==> src/hdl/vcc_pkg.sv <==
`default_nettype none

package vcc_pkg;

  // descriptor table geometry
  localparam int unsigned TABLE_DEPTH = 16;
  localparam int unsigned IDX_W       = 4;
  localparam int unsigned NEXT_W      = 16;

  // item kinds
  localparam logic KIND_WRITE    = 1'b0;
  localparam logic KIND_VALIDATE = 1'b1;

  // descriptor flag bit positions
  localparam int unsigned FLAG_NEXT     = 0;
  localparam int unsigned FLAG_INDIRECT = 2;

  // one stored descriptor, as much of it as the walk needs
  typedef struct packed {
    logic              len_nonzero;
    logic              has_next;
    logic              indirect;
    logic [NEXT_W-1:0] next;
  } entry_t;

  // read request from the walker to the table
  typedef struct packed {
    logic             en;
    logic [IDX_W-1:0] addr;
  } rd_req_t;

  typedef enum logic {
    WalkIdle,
    WalkStep
  } walk_state_e;

endpackage

`default_nettype wire

==> src/hdl/vcc_table.sv <==
`default_nettype none

module vcc_table (
  input  wire               clk_i,
  input  wire               rst_ni,
  input  vcc_pkg::rd_req_t  rd_req_i,
  output vcc_pkg::entry_t   rd_entry_o,
  input  wire               wr_en_i,
  input  wire [3:0]         wr_addr_i,
  input  vcc_pkg::entry_t   wr_entry_i
);
  import vcc_pkg::*;

  entry_t                 mem_q [TABLE_DEPTH];
  entry_t                 rd_data_q;
  logic [TABLE_DEPTH-1:0] valid_q;
  logic                   rd_valid_q;

  // descriptor storage, one write and one registered read port
  always_ff @(posedge clk_i) begin
    if (wr_en_i) begin
      mem_q[wr_addr_i] <= wr_entry_i;
    end
    if (rd_req_i.en) begin
      rd_data_q <= mem_q[rd_req_i.addr];
    end
  end

  // valid bits stand in for clearing the table at reset
  always_ff @(posedge clk_i or negedge rst_ni) begin
    if (!rst_ni) begin
      valid_q    <= '0;
      rd_valid_q <= 1'b0;
    end else begin
      if (wr_en_i) begin
        valid_q[wr_addr_i] <= 1'b1;
      end
      if (rd_req_i.en) begin
        rd_valid_q <= valid_q[rd_req_i.addr];
      end
    end
  end

  // an entry never written reads as all zero
  assign rd_entry_o = rd_valid_q ? rd_data_q : '0;

endmodule

`default_nettype wire

==> src/hdl/vcc_walker.sv <==
`default_nettype none

module vcc_walker #(
  parameter int unsigned RING_ENTRIES = 16
) (
  input  wire               clk_i,
  input  wire               rst_ni,
  input  wire               start_i,
  input  wire               kind_i,
  input  wire [15:0]        head_index_i,
  input  vcc_pkg::entry_t   rd_entry_i,
  output vcc_pkg::rd_req_t  rd_req_o,
  output logic              busy_o,
  output logic              done_o,
  output logic              chain_ok_o
);
  import vcc_pkg::*;

  walk_state_e            state_q, state_d;
  logic [TABLE_DEPTH-1:0] visited_q, visited_d;
  logic                   done_q, done_d;
  logic                   ok_q, ok_d;

  logic                   validate;
  logic                   head_in_range;
  logic                   next_in_range;
  logic                   next_seen;
  logic                   step_fail;
  logic                   step_end;

  assign validate      = start_i && (state_q == WalkIdle) && (kind_i == KIND_VALIDATE);
  assign head_in_range = head_index_i < NEXT_W'(RING_ENTRIES);
  assign next_in_range = rd_entry_i.next < NEXT_W'(RING_ENTRIES);
  assign next_seen     = visited_q[rd_entry_i.next[IDX_W-1:0]];

  // checks on the entry just read
  assign step_fail = !rd_entry_i.len_nonzero || rd_entry_i.indirect ||
                     (rd_entry_i.has_next && (!next_in_range || next_seen));
  assign step_end  = step_fail || !rd_entry_i.has_next;

  always_comb begin
    state_d = state_q;
    case (state_q)
      WalkIdle: begin
        if (validate && head_in_range) begin
          state_d = WalkStep;
        end
      end
      WalkStep: begin
        if (step_end) begin
          state_d = WalkIdle;
        end
      end
      default: state_d = WalkIdle;
    endcase
  end

  always_comb begin
    rd_req_o  = '0;
    visited_d = visited_q;
    done_d    = 1'b0;
    ok_d      = ok_q;
    case (state_q)
      WalkIdle: begin
        if (validate) begin
          if (head_in_range) begin
            rd_req_o.en   = 1'b1;
            rd_req_o.addr = head_index_i[IDX_W-1:0];
            visited_d     = '0;
            visited_d[head_index_i[IDX_W-1:0]] = 1'b1;
          end else begin
            done_d = 1'b1;
            ok_d   = 1'b0;
          end
        end
      end
      WalkStep: begin
        if (step_end) begin
          done_d = 1'b1;
          ok_d   = !step_fail;
        end else begin
          rd_req_o.en   = 1'b1;
          rd_req_o.addr = rd_entry_i.next[IDX_W-1:0];
          visited_d[rd_entry_i.next[IDX_W-1:0]] = 1'b1;
        end
      end
      default: ;
    endcase
  end

  always_ff @(posedge clk_i or negedge rst_ni) begin
    if (!rst_ni) begin
      state_q <= WalkIdle;
      done_q  <= 1'b0;
    end else begin
      state_q <= state_d;
      done_q  <= done_d;
    end
  end

  always_ff @(posedge clk_i) begin
    visited_q <= visited_d;
    ok_q      <= ok_d;
  end

  assign busy_o     = (state_q != WalkIdle);
  assign done_o     = done_q;
  assign chain_ok_o = ok_q;

endmodule

`default_nettype wire

==> src/hdl/virtqueue_chain_checker_unit.sv <==
// split virtqueue descriptor chain checker
//
// command channel: an item is taken at a rising edge with start_i high and
// busy_o low. kind_i low writes one descriptor into slot slot_i of a
// sixteen-entry table (only length_i zero/nonzero, the next and indirect
// flags and next_index_i are kept). kind_i high walks the chain that starts
// at head_index_i and reports chain_ok_o.
// result channel: done_o is high for exactly one cycle with chain_ok_o; the
// receiver cannot stall it, so nothing is ever held back.
// flow: a write finishes at its accept edge and gives no result; busy_o
// stays low. a validate item whose head is out of range gives its result
// in the cycle after accept. otherwise the walk reads one table entry per
// cycle through the synchronous memory port and keeps busy_o high until
// the last entry of the chain is checked; a chain holds at most
// RING_ENTRIES entries. the next item may be given in the cycle that
// done_o is shown.
// a write and the read of the next validate item never meet on one entry
// in the same cycle, so no forwarding is needed.
// reset: asynchronous, active low; the table reads as all zero afterwards
// (per-entry valid bits), no clearing pass.
`default_nettype none

module virtqueue_chain_checker_unit #(
  parameter int unsigned RING_ENTRIES = 16
) (
  input  wire         clk_i,
  input  wire         rst_ni,
  input  wire         start_i,
  output logic        busy_o,
  input  wire         kind_i,
  input  wire  [3:0]  slot_i,
  input  wire  [31:0] length_i,
  input  wire  [15:0] flag_bits_i,
  input  wire  [15:0] next_index_i,
  input  wire  [15:0] head_index_i,
  output logic        done_o,
  output logic        chain_ok_o
);
  import vcc_pkg::*;

  rd_req_t rd_req;
  entry_t  rd_entry;
  entry_t  wr_entry;
  logic    wr_en;

  // write items land in the table at their accept edge
  assign wr_en = start_i && !busy_o && (kind_i == KIND_WRITE);

  // only nonzero length, two flag bits and the next index matter to the walk
  always_comb begin
    wr_entry.len_nonzero = |length_i;
    wr_entry.has_next    = flag_bits_i[FLAG_NEXT];
    wr_entry.indirect    = flag_bits_i[FLAG_INDIRECT];
    wr_entry.next        = next_index_i;
  end

  vcc_table u_table (
    .clk_i      (clk_i),
    .rst_ni     (rst_ni),
    .rd_req_i   (rd_req),
    .rd_entry_o (rd_entry),
    .wr_en_i    (wr_en),
    .wr_addr_i  (slot_i),
    .wr_entry_i (wr_entry)
  );

  // chain walk sequencer, one entry per cycle
  vcc_walker #(
    .RING_ENTRIES (RING_ENTRIES)
  ) u_walker (
    .clk_i        (clk_i),
    .rst_ni       (rst_ni),
    .start_i      (start_i),
    .kind_i       (kind_i),
    .head_index_i (head_index_i),
    .rd_entry_i   (rd_entry),
    .rd_req_o     (rd_req),
    .busy_o       (busy_o),
    .done_o       (done_o),
    .chain_ok_o   (chain_ok_o)
  );

endmodule

`default_nettype wire

==> config.mk <==
export PLATFORM = sky130hd
export DESIGN_NAME = virtqueue_chain_checker_unit
export DESIGN_NICKNAME = d
export VERILOG_FILES = /design/src/hdl/vcc_pkg.sv /design/src/hdl/vcc_table.sv /design/src/hdl/vcc_walker.sv /design/src/hdl/virtqueue_chain_checker_unit.sv
export SDC_FILE = /design/constraint.sdc
export NUM_CORES = 1
export LEC_CHECK = 0
export ABC_AREA = 1
export BUFFER_PORTS_ARGS = -buffer_cell sky130_fd_sc_hd__buf_2
export CAP_MARGIN = 10
export CORE_UTILIZATION = 35
export DETAILED_ROUTE_END_ITERATION = 6
export SLEW_MARGIN = 15
export SYNTH_ARGS = -nofsm -noshare
export SYNTH_HDL_FRONTEND = slang
export SYNTH_HIERARCHICAL = 1
export SYNTH_SLANG_ARGS = --single-unit
==> constraint.sdc <==
create_clock -name clk_i -period 3.25 [get_ports clk_i]
set_clock_uncertainty 0.2 [all_clocks]
set_input_delay 0.65 -clock clk_i [delete_from_list [all_inputs] [get_ports clk_i]]
set_output_delay 0.65 -clock clk_i [all_outputs]
set_load 0.02 [all_outputs]
==> summary.md, run 1 <==
| Metric | Value |
|---|---|
| Status | `finished, final reports clean` |
| Main flop type after synthesis | `edfxtp_1` |
| Worst EP arrival | `between 3 and 4 ns` |
| TritonCTS clock tree | `done` |
| Power per cell area | `~530 mW/mm^2` |
| DP HPWL | `20.6 mm` |
| Largest net degree at the start of global routing | `77` |
| Post-synth top area share | `68.2%` |
| Top cells by area, synth | `edfxtp_1 (68%), nor2_1 (7.0%), o21ai_0 (4.3%), o211ai_1 (3.8%), nand2_1 (3.3%)` |
| Yosys warning count | `6` |
| Clock Tree Buf Depth | `3` |
| Vias in the first global route | `9,504` |
| HP Class | `reg2reg` |
| Hold slack final | `approximately 0.27 ns` |
| Die width | `approximately 210 um` |
| Peak supply drop | `between 0.0004 and 0.0005 V` |
| # IOs | `91` |
| Crit start category | `register` |
| Max Freq | `around 320 MHz` |
| Seq/Total Area, Yosys | `71.4%` |
| First-pass GRT wire length | `between 50 and 60 mm` |
| Tightest Pin Transition | `just under 0.5 ns` |
| Mean Syn Cell Area | `~12 sq um` |
| Placer congestion estimate | `just over 0.8` |
| Core area | `between 0.04 and 0.05 sq mm` |
| Critical path class | `reg2reg` |
| CP max stage delay | `just over 0.4 ns` |
| Crit path buf inv count | `5` |
| Slowest-stage cell, CP | `dfrtp_2` |
| Die height | `around 210 um` |
| Fillers | `3,874` |
| Die area | `~0.044 sq mm` |
| Final period util | `roughly 95%` |
| Critical path fanouts, max | `38` |
| Delay-heaviest family, CP | `simple AND/OR/NAND/NOR gates` |
| Library cells used by synthesis | `33` |
| Grt ovf | `0` |
| Final Hold Violating Endpoints | `0` |
| Mapped Cells | `about 1,300` |
| WL per Instance | `between 15 and 20 um` |
| Setup crit end kind | `register` |
| Final setup viols | `0` |
| Gr usage total | `between 10% and 20%` |
| Starting Density | `between 30% and 40%` |
| Final Critical Period | `a little over 3 ns` |
| Initial antenna violation count | `3` |
| Layout overhead on the synthesized area | `18.8%` |
| RSZ-0062 raised after global routing | `yes` |
| Layout cell share with drive strength beyond 1 | `roughly a fifth` |
| Final setup TNS | `0 ns` |
| Number of remaining DRC errors | `0` |
| Synth Cell Area | `0.0150 sq mm` |
| Port bufs | `76` |
| #FFs+latches synth | `approximately 360` |
| Final wirelength | `around 38 mm` |
| Number of cell rows | `75` |
| Via-to-Cell Ratio | `5.19` |
| CP cell instances | `buf_6, nand2_1, inv_2, inv_1, nor2_2, nand2_1, nand3_2, o21bai_4, nand4_1, nand2_4, buf_6, clkbuf_16, o21ai_0, o211ai_1, nand3_1, nand2_1` |
| Post-DRT Antenna Nets | `0` |
| Total CTS buffers | `38` |
| Commonest non-fill, non-tap cell in the layout | `edfxtp_1` |
| Ys async rst share | `between 5 and 6%` |
| Lkg Pwr | `between 6 and 7 nW` |
| Clock Tree Root | `clkbuf_16` |
| Max-cap violation count | `0` |
| Nets@finish | `approximately 1,500` |
| Rel. slew slack | `67.8%` |
| Pwr Total | `approximately 0.0095 W` |
| Clock sink count | `approximately 360` |
| H-tree depth | `2` |
| Syn nets | `approximately 1,300` |
| Util after Layout | `between 40 and 50%` |
| CP Data Required Time | `approximately 3.3 ns` |
| CP most frequent cell | `nand2_1` |
| Drt pass-1 iters | `5` |
| Final-report max-slew violation count | `0` |
| Largest area contributor in the netlist | `edfxtp_1` |
| Most frequent cells in the layout | `edfxtp_1 (340), nor2_1 (258), o21ai_0 (128)` |
| Number of flops mapped to enable cells by yosys | `340` |
| Clock Latency Late Sink | `0.53 ns` |
| DR iter-0 viols | `871` |
| Worst-path clk slew | `0.06 ns` |
| Vias | `10,100` |
## area by class of cell
class / count / area, sq um / area share, %
Timing Repair inverter: 1 / 11.3 / 0.0633
Timing Repair Buffer: 149 / 1290 / 7.24
Clock inverter: 20 / 144 / 0.809
Tap cell: 539 / 674 / 3.79
Antenna cell: 1 / 2.50 / 0.0141
Clock buffer: 47 / 1030 / 5.77
Multi-Input combinational cell: 769 / 3710 / 20.9
Inverter: 58 / 250 / 1.41
Sequential cell: 359 / 10700 / 60.1
## cells by family after synthesis
group	synth area share (%)
AND/OR/NAND/NOR	13.8
AO/OA/AOI/OAI	10.5
flip-flops	71.4
buffers and inverters	4.39
## flip-flops by register name, indices dropped and copies added (netlist names)
signal,count
u_table/mem_q,304
u_table/rd_data_q,19
u_table/rd_valid_q,1
u_table/valid_q,16
u_walker/busy_o,1
u_walker/chain_ok_o,1
u_walker/done_o,1
u_walker/visited_q,16
## synthesized netlist by cell type (2+ instances only)
| library cell | number |
|---|---|
| edfxtp_1 | 340 |
| nand2_2 | 2 |
| buf_6 | 10 |
| nand4_1 | 7 |
| o21ai_1 | 24 |
| o211ai_1 | 76 |
| nor2_2 | 2 |
| buf_1 | 5 |
| o32ai_1 | 4 |
| buf_2 | 10 |
| or2_2 | 16 |
| buf_8 | 2 |
| and2_1 | 2 |
| a21oi_1 | 16 |
| inv_2 | 3 |
| buf_4 | 10 |
| nand3b_1 | 2 |
| inv_1 | 54 |
| nand2_1 | 132 |
| clkbuf_1 | 34 |
| o21bai_1 | 2 |
| dfrtp_1 | 19 |
| o21ai_0 | 130 |
| nand3_1 | 59 |
| o22ai_1 | 12 |
| nor2_1 | 278 |
## power by group
part	switching (W)	leakage, nW	total, W	internal, W
sequential	0.0000277	3.36	0.00515	0.00513
combinational	0.000144	2.40	0.000239	0.0000955
clock	0.00171	0.583	0.00410	0.00239
## stage by stage
stage,worst slack [ns],instances,area [sq um]
final,0.170,1943,17800
after detailed placement,-0.000257,1859,16400
after global placement,0.0737,1859,16400
after floorplan,0.367,1258,15000
after CTS,0.0428,1927,17500
after global routing,-0.0432,1942,17800
## layer usage
| layer | up-vias | global-route usage [%] | wire, um |
|---|---|---|---|
| li1 | 4717 | - | - |
| met1 | 4960 | 22.2 | 16300 |
| met2 | 328 | 27.5 | 18100 |
| met3 | 69 | 2.92 | 2320 |
| met4 | 2 | 5.05 | 798 |
| met5 | - | 0 | 8 |
## final timing paths
check                                                     from                               to  slack, ns  depth (start not counted)
worst max-delay path            u_table/rd_valid_q$_DFFE_PN0P_  u_table/rd_data_q[17]$_DFFE_PP_       0.17                         16
worst min-delay path            u_table/valid_q[6]$_DFFE_PN0P_   u_table/valid_q[6]$_DFFE_PN0P_       0.27                          1
worst max register to register  u_table/rd_valid_q$_DFFE_PN0P_  u_table/rd_data_q[17]$_DFFE_PP_       0.17                         16
worst min register to register  u_table/valid_q[6]$_DFFE_PN0P_   u_table/valid_q[6]$_DFFE_PN0P_       0.27                          1
max in group asynchronous                               rst_ni   u_table/rd_valid_q$_DFFE_PN0P_       2.11                          2
min in group asynchronous                               rst_ni   u_table/valid_q[7]$_DFFE_PN0P_       0.40                          2
## repair_timing
action / 4_1_cts / 5_1_grt
gates cloned: 0 / 4
hold buffers: 1 / 0
endpoints found under the setup margin: 1 / 19
pin swaps: 0 / 8
setup buffers: 0 / 11
gates resized for setup: 2 / 25
endpoints found under the hold margin: 19 / 0
(Power assumes the default switching activity.)
==> inputs of run 2 (changes only) <==
Settings changed: PLACE_DENSITY_LB_ADDON set to 0.2.
==> run 2 against run 1 <==
  * Hold slack got worse by 0.042 ns
  * Register-to-register slack lost 0.13 ns
  * Final area is 2.4% higher
  * Maximum frequency decreased by 4.0%
  * Combinational power is essentially flat
  * Cell count is 0.46% higher
  * Clock power rose by 6.8%
  * Critical endpoint is now u_table/rd_data_q[1]$_DFFE_PP_
  * Flip-flop and latch count is the same
  * Sequential share of layout area shrank 1.4 points
  * First-iteration DRC count down 5.4%
  * Core utilization grew 1.0 points
  * Total power increased by 3.0%
  * Largest cell class unchanged
==> summary.md, run 2 (synthesis results as in run 1) <==
| Metric | Value |
|---|---|
| Largest net degree at the start of global routing | `42 (-45%)` |
| Peak supply drop | `0.000280 V (-36%)` |
| H-tree depth | `2 (unchanged)` |
| Worst-path clk slew | `0.06 ns (about the same)` |
| Die width | `209 um (unchanged)` |
| Core area | `0.0420 sq mm (unchanged)` |
| Clock Latency Late Sink | `0.55 ns (+0.02 ns)` |
| WL per Instance | `20.2 um (+4.5%)` |
| Crit start category | `register` |
| DP HPWL | `20.7 mm (+0.40%)` |
| Drt pass-1 iters | `5 (unchanged)` |
| Layout overhead on the synthesized area | `21.7%` |
| Starting Density | `35.6% (unchanged)` |
| # IOs | `91 (unchanged)` |
| Nets@finish | `1,470 (+0.41%)` |
| Multi-input gate area | `0.00380 sq mm (+2.5%)` |
| Die area | `0.0436 sq mm (unchanged)` |
| Lkg Pwr | `6.50 nW (+2.3%)` |
| First-pass GRT wire length | `57.6 mm (+4.2%)` |
| RSZ-0062 raised after global routing | `yes` |
| CP Data Required Time | `3.45 ns (+0.12 ns)` |
| Die height | `209 um (unchanged)` |
| Final Critical Period | `3.21 ns (+0.128 ns)` |
| Most frequent cells in the layout | `edfxtp_1 (340), nor2_1 (253), nand2_1 (118)` |
| Commonest non-fill, non-tap cell in the layout | `edfxtp_1` |
| Final wirelength | `39.4 mm (+5.0%)` |
| Port bufs | `76 (unchanged)` |
| Max-cap violation count | `0 (unchanged)` |
| Vias in the first global route | `9,440 (-0.67%)` |
| Placed cell areas | `0.0164 sq mm (+0.46%)` |
| Critical path class | `reg2reg` |
| Number of remaining DRC errors | `0 (unchanged)` |
| Largest reg by FF count | `u_table/mem_q` |
| Rel. slew slack | `64.7% (-3.1 points)` |
| Layer with the highest usage | `met2` |
| Clock Tree Root | `clkbuf_16` |
| Hold slack final | `0.226 ns (-0.0422 ns)` |
| Final Hold Violating Endpoints | `0 (unchanged)` |
| DR iter-0 viols | `824 (-5.4%)` |
| Status | `finished, final reports clean` |
| Max Freq | `312 MHz (-4.0%)` |
| Top Registers | `u_table/mem_q: 304 flops, u_table/rd_data_q: 19 flops` |
| Initial antenna violation count | `2 (-1)` |
| Tightest Pin Transition | `0.528 ns (+0.0464 ns)` |
| Setup crit end kind | `register` |
| Final-report max-slew violation count | `0 (unchanged)` |
| Register Area | `0.0107 sq mm (unchanged)` |
| Vias | `9,879 (-2.0%)` |
| Fillers | `3,894 (+0.52%)` |
| Via-to-Cell Ratio | `5.06 (-2.4%)` |
| Placer congestion estimate | `0.776 (-5.9%)` |
| Number of cell rows | `75 (unchanged)` |
| Layout cell share with drive strength beyond 1 | `20.5% (+1.9 points)` |
| Fin area | `0.0182 sq mm (+2.4%)` |
| Grt ovf | `0 (unchanged)` |
| HP Class | `in2reg` |
| Max FFs per register | `304 (unchanged)` |
| Clock Tree Buf Depth | `3 (unchanged)` |
| Worst EP arrival | `3.41 ns (+0.25 ns)` |
| Post-DRT Antenna Nets | `0 (unchanged)` |
| Gr usage total | `17.6% (+1.0 points)` |
| Power per cell area | `537 mW/mm^2 (+0.55%)` |
| Clock sink count | `359 (unchanged)` |
| TritonCTS clock tree | `done` |
| Critical path fanouts, max | `7 (-82%)` |
| Routing usage on met2 | `29.1% (+1.6 points)` |
| Final period util | `98.7% (+3.9 points)` |
| Met3 usage | `2.80% (-0.12 points)` |
| Final setup viols | `0 (unchanged)` |
| Met1 Track Usage GR | `23.4% (+1.2 points)` |
| Total CTS buffers | `39 (+2.6%)` |
## run 2: cell count changes in the layout (fill, tap and decap cells not counted), sizes merged
cell      previous run  this run
clkbuf              50        56
buf                145       148
clkinv              18        15
bufinv               2         4
clkinvlp             1         2
## run 2: final timing paths
| kind | end | slack, ns | from | depth (start not counted) |
|---|---|---|---|---|
| setup / recovery | u_table/rd_data_q[1]$_DFFE_PP_ | 0.04 | u_table/rd_valid_q$_DFFE_PN0P_ | 18 |
| hold / removal | u_walker/done_o$_DFF_PN0_ | 0.23 | kind_i | 3 |
| setup reg to reg | u_table/rd_data_q[1]$_DFFE_PP_ | 0.04 | u_table/rd_valid_q$_DFFE_PN0P_ | 18 |
| hold reg to reg | u_table/valid_q[11]$_DFFE_PN0P_ | 0.27 | u_table/valid_q[11]$_DFFE_PN0P_ | 1 |
| max in group asynchronous | u_table/rd_valid_q$_DFFE_PN0P_ | 2.09 | rst_ni | 2 |
| min in group asynchronous | u_table/valid_q[15]$_DFFE_PN0P_ | 0.40 | rst_ni | 2 |
## run 2: timing repair
| item | CTS | global route |
|---|---|---|
| setup buffers | 0 | 17 |
| resized for setup | 0 | 79 |
| hold endpoints to repair | 19 | 0 |
| endpoints found under the setup margin | 0 | 20 |
| hold buffers | 1 | 0 |
## run 2: per-layer routing
| metal | part of all wire [%] | vias up | routed length (um) |
|---|---|---|---|
| li1 | - | 4745 | - |
| met1 | 45 | 4857 | 17900 |
| met2 | 48 | 214 | 18800 |
| met3 | 4.4 | 61 | 1750 |
| met4 | 2.5 | 2 | 973 |
| met5 | 0.033 | - | 13 |
## run 2: cell type report
type	instances	area share, %
sequential	359	58.6
multi-input combinational	769	20.9
timing repair buffer	155	8.53
clock buffer	50	5.70
tap	539	3.70
inverter	58	1.35
clock inverter	21	1.19
antenna	1	0.0137
## run 2: report_power, final
part | total, W | switching [W] | leakage [nW] | internal [W]
clock network | 0.00438 | 0.00179 | 0.611 | 0.00259
logic | 0.000242 | 0.000146 | 2.52 | 0.0000961
registers | 0.00515 | 0.0000278 | 3.36 | 0.00513
total | 0.00978 | 0.00197 | 6.50 | 0.00781
## run 2: worst max-delay path, cell delays in order, from the launching register on
cell and delay, ns:
dfrtp_2 0.47, buf_12 0.18, nand2_4 0.07, inv_4 0.04
nor2_4 0.11, nand4_1 0.23, nor2_4 0.20, nand2_2 0.09
o21bai_4 0.15, nand4_1 0.16, nand2_4 0.16, buf_12 0.12
buf_12 0.15, buf_6 0.11, buf_6 0.11, o21ai_0 0.08
o211ai_1 0.18, nand3_1 0.11, nand2_1 0.12
## run 2: metrics by stage
stage	power (W)	setup TNS (ns)	worst slack, ns	util (%)	cells
final	0.00978	0	0.0417	43.3	1952
after global placement	0.00549	0	0.0350	39.1	1855
after floorplan	0.00534	0	0.367	-	1258
after CTS	0.00988	0	0.0294	42.1	1927
after detailed placement	0.00549	0	0.0420	39.1	1855
after global routing	0.0101	-0.955	-0.0954	43.3	1951
==> inputs of run 3 (changes only) <==
Settings changed: CORE_UTILIZATION 35 to 50, CTS_BUF_LIST set to sky130_fd_sc_hd__clkbuf_16.
==> run 3 against run 2 <==
  * Flip-flop and latch count is the same
  * Register-to-register slack gained 0.12 ns
  * Non-clock buffer count shrank 18
  * Sequential power is essentially flat
  * Global-route usage grew 5.4 points
  * Core utilization grew 16 points
  * Worst setup slack gained 0.12 ns
  * Clock power shrank 7.5%
  * Maximum frequency grew 4.0%
  * Largest power group unchanged
==> summary.md, run 3 (synthesis results as in run 1) <==
| Metric | Value |
|---|---|
| Number of cell rows | `62 (-17%)` |
| Commonest non-fill, non-tap cell in the layout | `edfxtp_1` |
| Worst reg2reg setup slack | `0.16 ns (+0.12 ns)` |
| H-tree depth | `2 (unchanged)` |
| Origin of the worst min-delay path | `u_table/valid_q[12]$_DFFE_PN0P_` |
| Worst Setup SP | `u_table/rd_valid_q$_DFFE_PN0P_` |
| DR iter-0 viols | `962 (+17%)` |
| Clock Latency Late Sink | `0.52 ns (-0.03 ns)` |
| Drt pass-1 iters | `5 (unchanged)` |
| Critical path class | `reg2reg` |
| Largest net degree at the start of global routing | `53 (+26%)` |
| Final period util | `95.0% (-3.8 points)` |
| TritonCTS clock tree | `done` |
| Power per cell area | `543 mW/mm^2 (+1.3%)` |
| Port bufs | `76 (unchanged)` |
| Worst EP arrival | `3.15 ns (-0.26 ns)` |
| Rel. slew slack | `68.2% (+3.5 points)` |
| Status | `finished, final reports clean` |
| HP Class | `reg2reg` |
| RSZ-0062 raised after global routing | `yes` |
| Number of remaining DRC errors | `0 (unchanged)` |
| Final-report max-slew violation count | `0 (unchanged)` |
| Die height | `175 um (-16%)` |
| Max FFs per register | `304 (unchanged)` |
| Setup crit end kind | `register` |
| Clock sink count | `359 (unchanged)` |
| Final setup viols | `0 (unchanged)` |
| WL per Instance | `19.5 um (-3.4%)` |
| Worst Reg2Reg Path Length in Cells | `17 (-1)` |
| Max Freq | `324 MHz (+4.0%)` |
| Crit start category | `register` |
| Core area | `0.0291 sq mm (-31%)` |
| Die width | `175 um (-16%)` |
| Via-to-Cell Ratio | `5.61 (+11%)` |
| Worst-path clk slew | `0.06 ns (about the same)` |
| Vias in the first global route | `9,494 (+0.57%)` |
| Total CTS buffers | `37 (-5.1%)` |
| Clock Tree Buf Depth | `3 (unchanged)` |
| Post-DRT Antenna Nets | `0 (unchanged)` |
| Largest reg by FF count | `u_table/mem_q` |
| Final wirelength | `34.6 mm (-12%)` |
| Critical path fanouts, max | `23 (+16)` |
| Initial antenna violation count | `2 (unchanged)` |
| Final Critical Period | `3.09 ns (-0.122 ns)` |
| Placer congestion estimate | `0.872 (+12%)` |
| Setup ws final | `0.164 ns (+0.122 ns)` |
| RR Endpoint | `u_table/rd_data_q[8]$_DFFE_PP_` |
| Most frequent cells in the layout | `edfxtp_1 (340), nor2_1 (261), o21ai_0 (130)` |
| First-pass GRT wire length | `53.3 mm (-7.5%)` |
| Fillers | `2,285 (-41%)` |
| Pwr Total | `0.00945 W (-3.4%)` |
| DP HPWL | `19.7 mm (-5.1%)` |
| Reg2Reg Launch Point | `u_table/rd_valid_q$_DFFE_PN0P_` |
| Grt ovf | `0 (unchanged)` |
| Gr usage total | `23.0% (+5.4 points)` |
| Peak supply drop | `0.000397 V (+42%)` |
| Clock Tree Root | `clkbuf_16` |
| Pre-CTS WS | `-0.0921 ns (-0.134 ns)` |
| CP Data Required Time | `3.32 ns (-0.13 ns)` |
| # IOs | `91 (unchanged)` |
| Nets@finish | `1,451 (-1.3%)` |
| Die area | `0.0306 sq mm (-30%)` |
| Max-cap violation count | `0 (unchanged)` |
| Layout overhead on the synthesized area | `16.1%` |
| Layout cell share with drive strength beyond 1 | `17.1% (-3.4 points)` |
| Tightest Pin Transition | `0.475 ns (-0.0527 ns)` |
| Starting Density | `51.5% (+16 points)` |
| Lkg Pwr | `6.28 nW (-3.3%)` |
| Final Hold Violating Endpoints | `0 (unchanged)` |
| Top Registers | `u_table/mem_q: 304 flops, u_table/rd_data_q: 19 flops` |
| Critical path endpoint | `u_table/rd_data_q[8]$_DFFE_PP_` |
| Vias | `9,939 (+0.61%)` |
[run 3: cell count changes in the layout (fill, tap and decap cells not counted), sizes merged]
cell and delta:
inv +7, buf -13, bufinv -1, clkbuf -16, clkinvlp -1
[run 3: layout make-up]
| cell class | instances | area [sq um] | area share, % |
|---|---|---|---|
| flip-flops and latches | 359 | 10700 | 61.5 |
| multi-input cells | 769 | 3700 | 21.3 |
| repair buffers | 137 | 1110 | 6.39 |
| clock buffers | 39 | 976 | 5.61 |
| well taps | 384 | 480 | 2.76 |
| inverters | 58 | 233 | 1.34 |
| clock inverters | 25 | 189 | 1.09 |
| repair inverters | 1 | 8.76 | 0.0504 |
| diodes | 1 | 2.50 | 0.0144 |
[run 3: metrics by stage]
step / utilization, % / setup TNS, ns / std cells / hold WS, ns / area [sq um]
after floorplan: - / 0 / 1258 / 0.154 / 15000
after global placement: 55.3 / 0 / 1699 / 0.252 / 16100
after detailed placement: 55.3 / -0.709 / 1699 / 0.254 / 16100
after CTS: 59.4 / 0 / 1764 / 0.268 / 17300
after global routing: 59.8 / -0.0611 / 1772 / 0.287 / 17400
final: 59.8 / 0 / 1773 / 0.270 / 17400
[run 3: worst min path at each step]
stage / end / slack (ns) / depth (start not counted)
6_report: u_table/valid_q[12]$_DFFE_PN0P_ / 0.27 / 1
5_1_grt: u_table/valid_q[6]$_DFFE_PN0P_ / 0.29 / 1
4_1_cts: u_table/valid_q[12]$_DFFE_PN0P_ / 0.27 / 1
3_5_place_dp: u_table/valid_q[12]$_DFFE_PN0P_ / 0.25 / 1
3_3_place_gp: u_table/valid_q[7]$_DFFE_PN0P_ / 0.25 / 1
2_1_floorplan: u_table/rd_valid_q$_DFFE_PN0P_ / 0.15 / 0
[run 3: repair_timing]
action | 4_1_cts | 5_1_grt
endpoints found under the setup margin | 19 | 20
pin swaps | 0 | 3
setup buffers | 0 | 6
resized for setup | 1 | 9
endpoints found under the hold margin | 19 | 0
gates cloned | 0 | 2
hold buffers | 1 | 0
[run 3: where the power goes]
group          total (W)  switching [W]  internal, W
sequential       0.00515      0.0000279      0.00513
clock            0.00405        0.00166      0.00240
combinational   0.000240       0.000146    0.0000947
[run 3: layer usage]
layer  GRT usage (%)  share of wire (%)
met1            31.1                 43
met2            38.3                 48
met3            3.46                6.5
met4            7.32                2.8
met5               0                  0
[run 3: worst max-delay path: stages (launching register included)]
cell and delay (ns):
dfrtp_1 0.41, buf_12 0.17, nand2_1 0.07, inv_1 0.04, nor2_1 0.13, nand4_1 0.17, nor2_2 0.20, nand2_2 0.10
o21bai_4 0.14, buf_4 0.14, nand4_1 0.12, nand2_4 0.20, buf_4 0.29, nor2_1 0.07, o21ai_0 0.08, o211ai_1 0.11
nand3_1 0.10, nand2_1 0.07
